File: src/sv/fblrd_pkg.sv
// Shared types, constants and codes of the framebuffer line and rectangle drawing engine.
`default_nettype none
package fblrd_pkg;

  localparam int DEF_MAX_WIDTH  = 256;
  localparam int DEF_MAX_HEIGHT = 256;

  localparam int CW      = 20;  // internal signed coordinate width
  localparam int IN_W    = 16;  // input coordinate width
  localparam int COLOR_W = 24;
  localparam int CFG_W   = 9;
  localparam int XY_W    = 12;  // enough for any pixel index below 4096
  localparam int DIV_NW  = 36;  // divider numerator width
  localparam int DIV_DW  = 16;  // divider denominator width
  localparam int SL_W    = 18;  // slope operand width

  localparam logic [COLOR_W-1:0] WHITE = 24'hFFFFFF;

  typedef logic signed [CW-1:0] coord_t;
  localparam coord_t C_ZERO = 20'sd0;
  localparam coord_t C_ONE  = 20'sd1;

  localparam logic CFG_CANVAS_W = 1'b0;
  localparam logic CFG_CANVAS_H = 1'b1;

  typedef enum logic [2:0] {
    OP_PIXEL = 3'd0,
    OP_LINE  = 3'd1,
    OP_RECT  = 3'd2,
    OP_FILL  = 3'd3,
    OP_READ  = 3'd4
  } op_t;

  typedef enum logic [1:0] {
    LM_HORIZ,
    LM_VERT,
    LM_GEN
  } lmode_t;

  typedef enum logic [3:0] {
    S_IDLE,
    S_RECT,
    S_LSET,
    S_MUL,
    S_DIVA,
    S_DIVB,
    S_RUN,
    S_NEXT,
    S_READ
  } state_t;

  typedef struct packed {
    coord_t w;
    coord_t h;
  } canvas_t;

  typedef struct packed {
    logic               en;
    logic [XY_W-1:0]    x;
    logic [XY_W-1:0]    y;
    logic [COLOR_W-1:0] color;
  } pix_t;

  typedef struct packed {
    logic            en;
    logic            white;
    logic [XY_W-1:0] x;
    logic [XY_W-1:0] y;
  } rd_t;

endpackage
`default_nettype wire

File: src/sv/fblrd_div.sv
// Bit-serial floor divider: signed numerator by a positive denominator.
`default_nettype none
module fblrd_div (
  input  wire logic                             clk,
  input  wire logic                             rst_n,
  input  wire logic                             start,
  input  wire logic signed [fblrd_pkg::DIV_NW-1:0] num,
  input  wire logic [fblrd_pkg::DIV_DW-1:0]     den,
  output logic                                  done,
  output fblrd_pkg::coord_t                     quo,
  output logic [fblrd_pkg::DIV_DW-1:0]          rem
);
  localparam int NW = fblrd_pkg::DIV_NW;
  localparam int DW = fblrd_pkg::DIV_DW;
  localparam int CNT_W = $clog2(NW + 1);

  logic              busy_r, busy_nxt;
  logic [CNT_W-1:0]  cnt_r, cnt_nxt;
  logic [NW-1:0]     a_r, a_nxt;
  logic [DW-1:0]     rm_r, rm_nxt;
  logic [DW-1:0]     d_r, d_nxt;
  logic              neg_r, neg_nxt;
  logic [DW:0]       trial;
  logic [NW-1:0]     qneg;

  always_comb begin
    busy_nxt = busy_r;
    cnt_nxt  = cnt_r;
    a_nxt    = a_r;
    rm_nxt   = rm_r;
    d_nxt    = d_r;
    neg_nxt  = neg_r;
    trial    = {rm_r, a_r[NW-1]};
    if (!busy_r) begin
      if (start) begin
        busy_nxt = 1'b1;
        cnt_nxt  = CNT_W'(NW);
        a_nxt    = num[NW-1] ? NW'(-num) : NW'(num);
        rm_nxt   = '0;
        d_nxt    = den;
        neg_nxt  = num[NW-1];
      end
    end else if (cnt_r != '0) begin
      cnt_nxt = cnt_r - CNT_W'(1);
      if (trial >= {1'b0, d_r}) begin
        rm_nxt = DW'(trial - {1'b0, d_r});
        a_nxt  = {a_r[NW-2:0], 1'b1};
      end else begin
        rm_nxt = trial[DW-1:0];
        a_nxt  = {a_r[NW-2:0], 1'b0};
      end
    end else begin
      busy_nxt = 1'b0;
    end
  end

  always_ff @(posedge clk) begin
    if (!rst_n) begin
      busy_r <= 1'b0;
      cnt_r  <= '0;
    end else begin
      busy_r <= busy_nxt;
      cnt_r  <= cnt_nxt;
    end
    a_r   <= a_nxt;
    rm_r  <= rm_nxt;
    d_r   <= d_nxt;
    neg_r <= neg_nxt;
  end

  // Floor correction of the magnitude result for a negative numerator.
  assign qneg = (rm_r == '0) ? NW'(-a_r) : ~a_r;
  assign done = busy_r && (cnt_r == '0);
  assign quo  = neg_r ? fblrd_pkg::coord_t'(qneg[fblrd_pkg::CW-1:0])
                      : fblrd_pkg::coord_t'(a_r[fblrd_pkg::CW-1:0]);
  assign rem  = (neg_r && rm_r != '0) ? DW'(d_r - rm_r) : rm_r;

endmodule
`default_nettype wire

File: src/sv/fblrd_raster.sv
// Command sequencer and line stepper that turn drawing items into pixel writes.
`default_nettype none
module fblrd_raster (
  input  wire logic                                 clk,
  input  wire logic                                 rst_n,
  input  wire logic                                 in_acc,
  input  wire logic [2:0]                           in_opcode,
  input  wire logic signed [fblrd_pkg::IN_W-1:0]    in_ax,
  input  wire logic signed [fblrd_pkg::IN_W-1:0]    in_ay,
  input  wire logic signed [fblrd_pkg::IN_W-1:0]    in_bx,
  input  wire logic signed [fblrd_pkg::IN_W-1:0]    in_by,
  input  wire logic [fblrd_pkg::COLOR_W-1:0]        in_color,
  input  wire fblrd_pkg::canvas_t                   canvas,
  input  wire logic                                 out_free,
  output logic                                      idle,
  output fblrd_pkg::pix_t                           pix,
  output fblrd_pkg::rd_t                            rd
);
  localparam int CW = fblrd_pkg::CW;
  localparam int SW = fblrd_pkg::SL_W;
  localparam int DW = fblrd_pkg::DIV_DW;
  localparam int NW = fblrd_pkg::DIV_NW;
  localparam int XW = fblrd_pkg::XY_W;

  fblrd_pkg::state_t state_r, state_nxt;

  logic [2:0]                    op_r;
  fblrd_pkg::coord_t             ax_r, ay_r, bx_r, by_r;
  logic [fblrd_pkg::COLOR_W-1:0] col_r;
  fblrd_pkg::coord_t             lft_r, top_r, rgt_r, bot_r, row_r, rowhi_r;
  logic [1:0]                    seg_r;
  fblrd_pkg::coord_t             lx1_r, ly1_r, lx2_r, ly2_r;
  fblrd_pkg::lmode_t             mode_r;
  fblrd_pkg::coord_t             v_r, hi_r;
  logic signed [NW-1:0]          prod_r;
  logic signed [SW-1:0]          dys_r;
  logic [DW-1:0]                 d_r;
  fblrd_pkg::coord_t             q_r, qs_r;
  logic [DW-1:0]                 r_r, rs_r;
  logic                          pix_vld_r;
  fblrd_pkg::coord_t             pix_x_r, pix_y_r;

  // Segment setup.
  logic              horiz, vert;
  fblrd_pkg::coord_t la, lb, lmn, lmx, llim, llo, lhi, ldx, ldy, ldys, ldabs, ldlt;
  logic signed [SW-1:0] dlt_s;
  logic signed [NW-1:0] prod;

  assign horiz = (ly1_r == ly2_r);
  assign vert  = (lx1_r == lx2_r);

  always_comb begin
    la    = (vert && !horiz) ? ly1_r : lx1_r;
    lb    = (vert && !horiz) ? ly2_r : lx2_r;
    llim  = (vert && !horiz) ? canvas.h : canvas.w;
    lmn   = (la < lb) ? la : lb;
    lmx   = (la < lb) ? lb : la;
    llo   = (lmn < fblrd_pkg::C_ZERO) ? fblrd_pkg::C_ZERO : lmn;
    lhi   = (lmx > llim - fblrd_pkg::C_ONE) ? llim - fblrd_pkg::C_ONE : lmx;
    ldx   = lx2_r - lx1_r;
    ldy   = ly2_r - ly1_r;
    ldys  = (ldx < fblrd_pkg::C_ZERO) ? -ldy : ldy;
    ldabs = (ldx < fblrd_pkg::C_ZERO) ? -ldx : ldx;
    ldlt  = v_r - lx1_r;
  end

  assign dlt_s = ldlt[SW-1:0];
  assign prod  = dys_r * dlt_s;

  // Rectangle setup.
  fblrd_pkg::coord_t rl, rt, rr, rb, ylo, ybm, yhi;
  logic              rneg;

  always_comb begin
    rl   = ax_r - (bx_r >>> 1);
    rt   = ay_r - (by_r >>> 1);
    rr   = rl + bx_r;
    rb   = rt + by_r;
    ylo  = (rt < fblrd_pkg::C_ZERO) ? fblrd_pkg::C_ZERO : rt;
    ybm  = rb - fblrd_pkg::C_ONE;
    yhi  = (ybm > canvas.h - fblrd_pkg::C_ONE) ? canvas.h - fblrd_pkg::C_ONE : ybm;
    rneg = (bx_r < fblrd_pkg::C_ZERO) || (by_r < fblrd_pkg::C_ZERO);
  end

  // Incremental quotient of the general line.
  logic [DW:0]       rsum;
  logic              wrap;
  logic [DW-1:0]     r_step;
  fblrd_pkg::coord_t q_step, gen_y, step_x, step_y;

  always_comb begin
    rsum   = {1'b0, r_r} + {1'b0, rs_r};
    wrap   = (rsum >= {1'b0, d_r});
    r_step = wrap ? DW'(rsum - {1'b0, d_r}) : rsum[DW-1:0];
    q_step = q_r + qs_r + (wrap ? fblrd_pkg::C_ONE : fblrd_pkg::C_ZERO);
    gen_y  = ly1_r + q_r + ((q_r < fblrd_pkg::C_ZERO && r_r != '0) ?
                            fblrd_pkg::C_ONE : fblrd_pkg::C_ZERO);
    step_x = (mode_r == fblrd_pkg::LM_VERT) ? lx1_r : v_r;
    case (mode_r)
      fblrd_pkg::LM_HORIZ: step_y = ly1_r;
      fblrd_pkg::LM_VERT:  step_y = v_r;
      default:             step_y = gen_y;
    endcase
  end

  // Divider shared by the start offset and the per-step slope.
  logic                 div_start, div_done;
  logic signed [NW-1:0] div_num;
  fblrd_pkg::coord_t    div_q;
  logic [DW-1:0]        div_rem;

  fblrd_div u_div (
    .clk   (clk),
    .rst_n (rst_n),
    .start (div_start),
    .num   (div_num),
    .den   (d_r),
    .done  (div_done),
    .quo   (div_q),
    .rem   (div_rem)
  );

  // Next state.
  always_comb begin
    state_nxt = state_r;
    unique case (state_r)
      fblrd_pkg::S_IDLE: begin
        if (in_acc) begin
          unique case (in_opcode) inside
            fblrd_pkg::OP_PIXEL, fblrd_pkg::OP_LINE: state_nxt = fblrd_pkg::S_LSET;
            fblrd_pkg::OP_RECT, fblrd_pkg::OP_FILL:  state_nxt = fblrd_pkg::S_RECT;
            fblrd_pkg::OP_READ:                      state_nxt = fblrd_pkg::S_READ;
            default:                                 state_nxt = fblrd_pkg::S_IDLE;
          endcase
        end
      end
      fblrd_pkg::S_RECT: begin
        if (rneg || (op_r == fblrd_pkg::OP_FILL && ylo > yhi)) begin
          state_nxt = fblrd_pkg::S_IDLE;
        end else begin
          state_nxt = fblrd_pkg::S_LSET;
        end
      end
      fblrd_pkg::S_LSET: begin
        if (llo > lhi) begin
          state_nxt = fblrd_pkg::S_NEXT;
        end else if (horiz || vert) begin
          state_nxt = fblrd_pkg::S_RUN;
        end else begin
          state_nxt = fblrd_pkg::S_MUL;
        end
      end
      fblrd_pkg::S_MUL:  state_nxt = fblrd_pkg::S_DIVA;
      fblrd_pkg::S_DIVA: if (div_done) state_nxt = fblrd_pkg::S_DIVB;
      fblrd_pkg::S_DIVB: if (div_done) state_nxt = fblrd_pkg::S_RUN;
      fblrd_pkg::S_RUN:  if (v_r == hi_r) state_nxt = fblrd_pkg::S_NEXT;
      fblrd_pkg::S_NEXT: begin
        if ((op_r == fblrd_pkg::OP_RECT && seg_r != 2'd3) ||
            (op_r == fblrd_pkg::OP_FILL && row_r < rowhi_r)) begin
          state_nxt = fblrd_pkg::S_LSET;
        end else begin
          state_nxt = fblrd_pkg::S_IDLE;
        end
      end
      fblrd_pkg::S_READ: if (out_free) state_nxt = fblrd_pkg::S_IDLE;
      default:           state_nxt = fblrd_pkg::S_IDLE;
    endcase
  end

  // Outputs.
  logic rd_in;

  always_comb begin
    idle      = (state_r == fblrd_pkg::S_IDLE);
    div_start = (state_r == fblrd_pkg::S_DIVA) || (state_r == fblrd_pkg::S_DIVB);
    div_num   = (state_r == fblrd_pkg::S_DIVB) ? NW'(dys_r) : prod_r;
    rd_in     = (ax_r >= fblrd_pkg::C_ZERO) && (ay_r >= fblrd_pkg::C_ZERO) &&
                (ax_r < canvas.w) && (ay_r < canvas.h);
    rd.en     = (state_r == fblrd_pkg::S_READ) && out_free;
    rd.white  = !rd_in;
    rd.x      = rd_in ? ax_r[XW-1:0] : '0;
    rd.y      = rd_in ? ay_r[XW-1:0] : '0;
    pix.en    = pix_vld_r && (pix_x_r >= fblrd_pkg::C_ZERO) &&
                (pix_y_r >= fblrd_pkg::C_ZERO) &&
                (pix_x_r < canvas.w) && (pix_y_r < canvas.h);
    pix.x     = pix_x_r[XW-1:0];
    pix.y     = pix_y_r[XW-1:0];
    pix.color = col_r;
  end

  always_ff @(posedge clk) begin
    if (!rst_n) begin
      state_r   <= fblrd_pkg::S_IDLE;
      pix_vld_r <= 1'b0;
    end else begin
      state_r   <= state_nxt;
      pix_vld_r <= (state_r == fblrd_pkg::S_RUN);
    end
  end

  always_ff @(posedge clk) begin
    pix_x_r <= step_x;
    pix_y_r <= step_y;
    unique case (state_r)
      fblrd_pkg::S_IDLE: begin
        if (in_acc) begin
          op_r  <= in_opcode;
          ax_r  <= CW'(in_ax);
          ay_r  <= CW'(in_ay);
          bx_r  <= CW'(in_bx);
          by_r  <= CW'(in_by);
          col_r <= in_color;
          lx1_r <= CW'(in_ax);
          ly1_r <= CW'(in_ay);
          if (in_opcode == fblrd_pkg::OP_LINE) begin
            lx2_r <= CW'(in_bx);
            ly2_r <= CW'(in_by);
          end else begin
            lx2_r <= CW'(in_ax);
            ly2_r <= CW'(in_ay);
          end
        end
      end
      fblrd_pkg::S_RECT: begin
        lft_r   <= rl;
        top_r   <= rt;
        rgt_r   <= rr;
        bot_r   <= rb;
        seg_r   <= 2'd0;
        row_r   <= ylo;
        rowhi_r <= yhi;
        if (op_r == fblrd_pkg::OP_FILL) begin
          lx1_r <= rl;
          ly1_r <= ylo;
          lx2_r <= rr;
          ly2_r <= ylo;
        end else begin
          lx1_r <= rl;
          ly1_r <= rt;
          lx2_r <= rl;
          ly2_r <= rb;
        end
      end
      fblrd_pkg::S_LSET: begin
        v_r  <= llo;
        hi_r <= lhi;
        if (horiz) begin
          mode_r <= fblrd_pkg::LM_HORIZ;
        end else if (vert) begin
          mode_r <= fblrd_pkg::LM_VERT;
        end else begin
          mode_r <= fblrd_pkg::LM_GEN;
        end
        dys_r <= ldys[SW-1:0];
        d_r   <= ldabs[DW-1:0];
      end
      fblrd_pkg::S_MUL: prod_r <= prod;
      fblrd_pkg::S_DIVA: begin
        if (div_done) begin
          q_r <= div_q;
          r_r <= div_rem;
        end
      end
      fblrd_pkg::S_DIVB: begin
        if (div_done) begin
          qs_r <= div_q;
          rs_r <= div_rem;
        end
      end
      fblrd_pkg::S_RUN: begin
        v_r <= v_r + fblrd_pkg::C_ONE;
        q_r <= q_step;
        r_r <= r_step;
      end
      fblrd_pkg::S_NEXT: begin
        if (op_r == fblrd_pkg::OP_FILL) begin
          row_r <= row_r + fblrd_pkg::C_ONE;
          lx1_r <= lft_r;
          ly1_r <= row_r + fblrd_pkg::C_ONE;
          lx2_r <= rgt_r;
          ly2_r <= row_r + fblrd_pkg::C_ONE;
        end else begin
          seg_r <= seg_r + 2'd1;
          case (seg_r)
            2'd0: begin
              lx1_r <= lft_r; ly1_r <= top_r; lx2_r <= rgt_r; ly2_r <= top_r;
            end
            2'd1: begin
              lx1_r <= rgt_r; ly1_r <= top_r; lx2_r <= rgt_r; ly2_r <= bot_r;
            end
            default: begin
              lx1_r <= lft_r; ly1_r <= bot_r; lx2_r <= rgt_r; ly2_r <= bot_r;
            end
          endcase
        end
      end
      default: begin
      end
    endcase
  end

endmodule
`default_nettype wire

File: config.mk
export PLATFORM = sky130hd
export DESIGN_NAME = fblrd_raster
export DESIGN_NICKNAME = d
export VERILOG_FILES = /design/src/sv/fblrd_pkg.sv /design/src/sv/fblrd_div.sv /design/src/sv/fblrd_raster.sv
export SDC_FILE = /design/constraint.sdc
export NUM_CORES = 2
export LEC_CHECK = 0
export ABC_CLOCK_PERIOD_IN_PS = 23800
export BUFFER_PORTS_ARGS = -buffer_cell sky130_fd_sc_hd__buf_4
export CORE_UTILIZATION = 36
export CTS_BUF_LIST = sky130_fd_sc_hd__clkbuf_8
export DETAILED_ROUTE_END_ITERATION = 8
export GPL_TIMING_DRIVEN = 0
export MAX_ROUTING_LAYER = met4
export PLACE_DENSITY_LB_ADDON = 0.15
export SYNTH_ARGS = -nofsm -noshare
export SYNTH_HDL_FRONTEND = slang
export SYNTH_SLANG_ARGS = --single-unit
File: constraint.sdc
create_clock -name clk -period 23.8 [get_ports clk]
set_clock_uncertainty 0.05 [all_clocks]
set_input_delay 1.19 -clock clk [delete_from_list [all_inputs] [get_ports clk]]
set_output_delay 1.19 -clock clk [all_outputs]
set_load 0.01 [all_outputs]
==> out/summary.txt <==
CTS tree: done
CP most frequent cell: o21ai_0
H-tree levels: 3
area delta synth->final: 12.24%
Placed Area: 0.05990 sq mm
failing checks: max-capacitance violations
# nets final: 7143
Reg clk slew, reported paths: 0.06 ns
DRC: 0
fin util: 40.84%
Clk Latency, worst-skew pair: 0.91 ns
worst rel slew slack: 0.9630%
RSZ-0062 raised after global routing: false
largest net degree at the start of global routing: 66
final period utilization: 50.26%
Synth Flop Type: edfxtp_1
critical path arrival: 12.63 ns
critical path's largest stage delay: 0.70 ns
post_cts resized: 0
share of layout cells above drive strength 1: 8.886%
met3 usage: 3.753%
commonest non-fill, non-tap cell in the layout: inv_1
TritonCTS buffer count: 111
first-pass GRT wire length: 303.2 mm
Routed Antenna Nets: 0
fmax: 83.59 MHz
most area-consuming cells after synthesis: edfxtp_1, fa_1, ha_1
FF+latch area: 0.01702 sq mm
Hold Violations, Final: 0
Worst Hold Class: reg2reg
Mapped Avg Cell Area: 9.541 sq um
I/O Pins: 211
GPL Wtd Cong: 0.9915
DR vias: 45690
gr busiest metal: met2
post-DR wirelength/cell: 25.02 um
Yosys cell types: 92
cell taking the most area after synthesis: edfxtp_1
DRT iter0 DRCs: 3767
Worst Path Max Fanout: 10
GRT overflow: 0
setup violators final: 0
R2R setup slack: 11.84 ns
Worst Setup End Kind: flip-flop
Final TNS setup: 0 ns
Core Area: 0.1523 sq mm
slew at the pin closest to its max-slew limit: 1.475 ns
GRT Overall Usage: 27.08%
DRT Pass-1 Iters: 6
post-synth net total: 6798
initial antenna violation count: 12
Num Clock Sinks: 584
slowest CP cell: nor4_1
FFs w/ async S/R, synth: 0%
via-per-instance ratio: 5.515
Die Span X: 394.3 um
number of synthesized flops with an enable pin: 532
die extent in y: 394.3 um
Startpoint Class: flip-flop
sequential area share after synthesis: 30.71%
input/output buffers: 210
minimum clock period after layout: 11.96 ns
final cell area excluding filler cells: 0.06218 sq mm
met2 Use GR: 42.74%
Initial Util: 36.39%
Post-Syn Area: 0.05540 sq mm
Post-CTS Setup Repair Bufs: 0
most frequent cells in the layout: inv_1, nand2_1, edfxtp_1
Rows: 143
fillers: 15290
vias in the first global route: 45510
WL final: 207.3 mm
Max Cap Violations: 1
clk root buf: clkbuf_8
Max Root-Sink Buffers: 3
synth warn: 0
Slew Viols, Final: 0
Critical Path RT: 24.47 ns
Largest regs: prod_r: 36 flops, u_div.a_r: 36 flops, col_r: 24 flops
multi-input logic area: 0.03497 sq mm
Synth top area share: 28.83%
met1 Track Usage GR: 36.01%
hold buffer count at cts: 0
Cells after Synth: 5807
Final HPWL DP: 172.1 mm
die area: 0.1555 sq mm
critical path type: reg2reg
Synth Register Bits: 584
outcome: finished, violations left
==> synthesized netlist by cell type, drive strengths merged (20+ instances only) <==
cell / instances
edfxtp: 532
mux2i: 142
nor2: 313
o221ai: 20
a211oi: 48
nor4: 40
nor3b: 31
buf: 50
o21a: 52
a221o: 40
or2: 20
nand3: 99
nor3: 110
nand4: 65
o21ai: 276
nand2: 601
dfxtp: 52
inv: 661
mux2: 67
fa: 344
nand2b: 86
ha: 512
and2: 143
a31oi: 43
or3: 39
xnor2: 255
a21o: 119
a21oi: 311
o31ai: 57
and3: 37
clkbuf: 179
xor2: 131
o211ai: 21
nor2b: 51
==> worst max-delay path, delay by kind of cell, from the launching register on <==
kind	cells	cell delay, ns
AO/OA/AOI/OAI	24	5.71
buffers and inverters	8	2.49
adder cells (fa/ha/maj)	4	1.22
AND/OR/NAND/NOR	6	1.22
flip-flops	1	0.63
multiplexers	1	0.50
==> cell families after synthesis <==
| logic type | Yosys count | share of synthesized area [%] |
|---|---|---|
| XOR/XNOR | 387 | 6.143 |
| multiplexers | 209 | 3.934 |
| flip-flops | 584 | 30.71 |
| buffers and inverters | 892 | 6.283 |
| AO/OA/AOI/OAI | 1197 | 14.23 |
| AND/OR/NAND/NOR | 1682 | 14.71 |
| adder cells (fa/ha/maj) | 856 | 23.99 |
==> worst paths after layout <==
check | startpoint | to | cells past startpoint
max | ly1_r[4]$_DFFE_PP_ | state_r[0]$_SDFFE_PN0P_ | 43
min reg2reg | d_r[4]$_DFFE_PP_ | u_div.d_r[4]$_DFFE_PP_ | 0
max reg2reg | ly1_r[4]$_DFFE_PP_ | state_r[0]$_SDFFE_PN0P_ | 43
min | d_r[4]$_DFFE_PP_ | u_div.d_r[4]$_DFFE_PP_ | 0
==> layer usage <==
layer	vias up	wire, um
li1	21130	-
met2	1587	94990
met1	22620	93050
met3	354	12040
met4	0	7222
met5	-	0
==> final cells by class <==
cell class,instances,share of cell area [%]
Inverter,663,4.002
Clock buffer,116,2.567
Antenna cell,8,0.03219
Buffer,229,1.602
Timing Repair Buffer,232,3.050
Tap cell,2030,4.085
Multi-Input combinational cell,4331,56.24
Clock inverter,91,1.056
Sequential cell,584,27.36
==> metrics by stage <==
step / hold slack (ns) / setup slack, ns / instances
5_1_grt: 0.3918 / 11.25 / 8281
3_3_place_gp: 0.3912 / 11.38 / 8047
3_5_place_dp: 0.4030 / 12.15 / 8069
2_1_floorplan: 0.3764 / 14.89 / 5807
6_report: 0.4069 / 11.84 / 8284
4_1_cts: 0.3459 / 12.08 / 8276
Power is left out: the tool's default activity adds up to more than one toggle a clock period on the data nets, which glitch-free logic cannot reach.
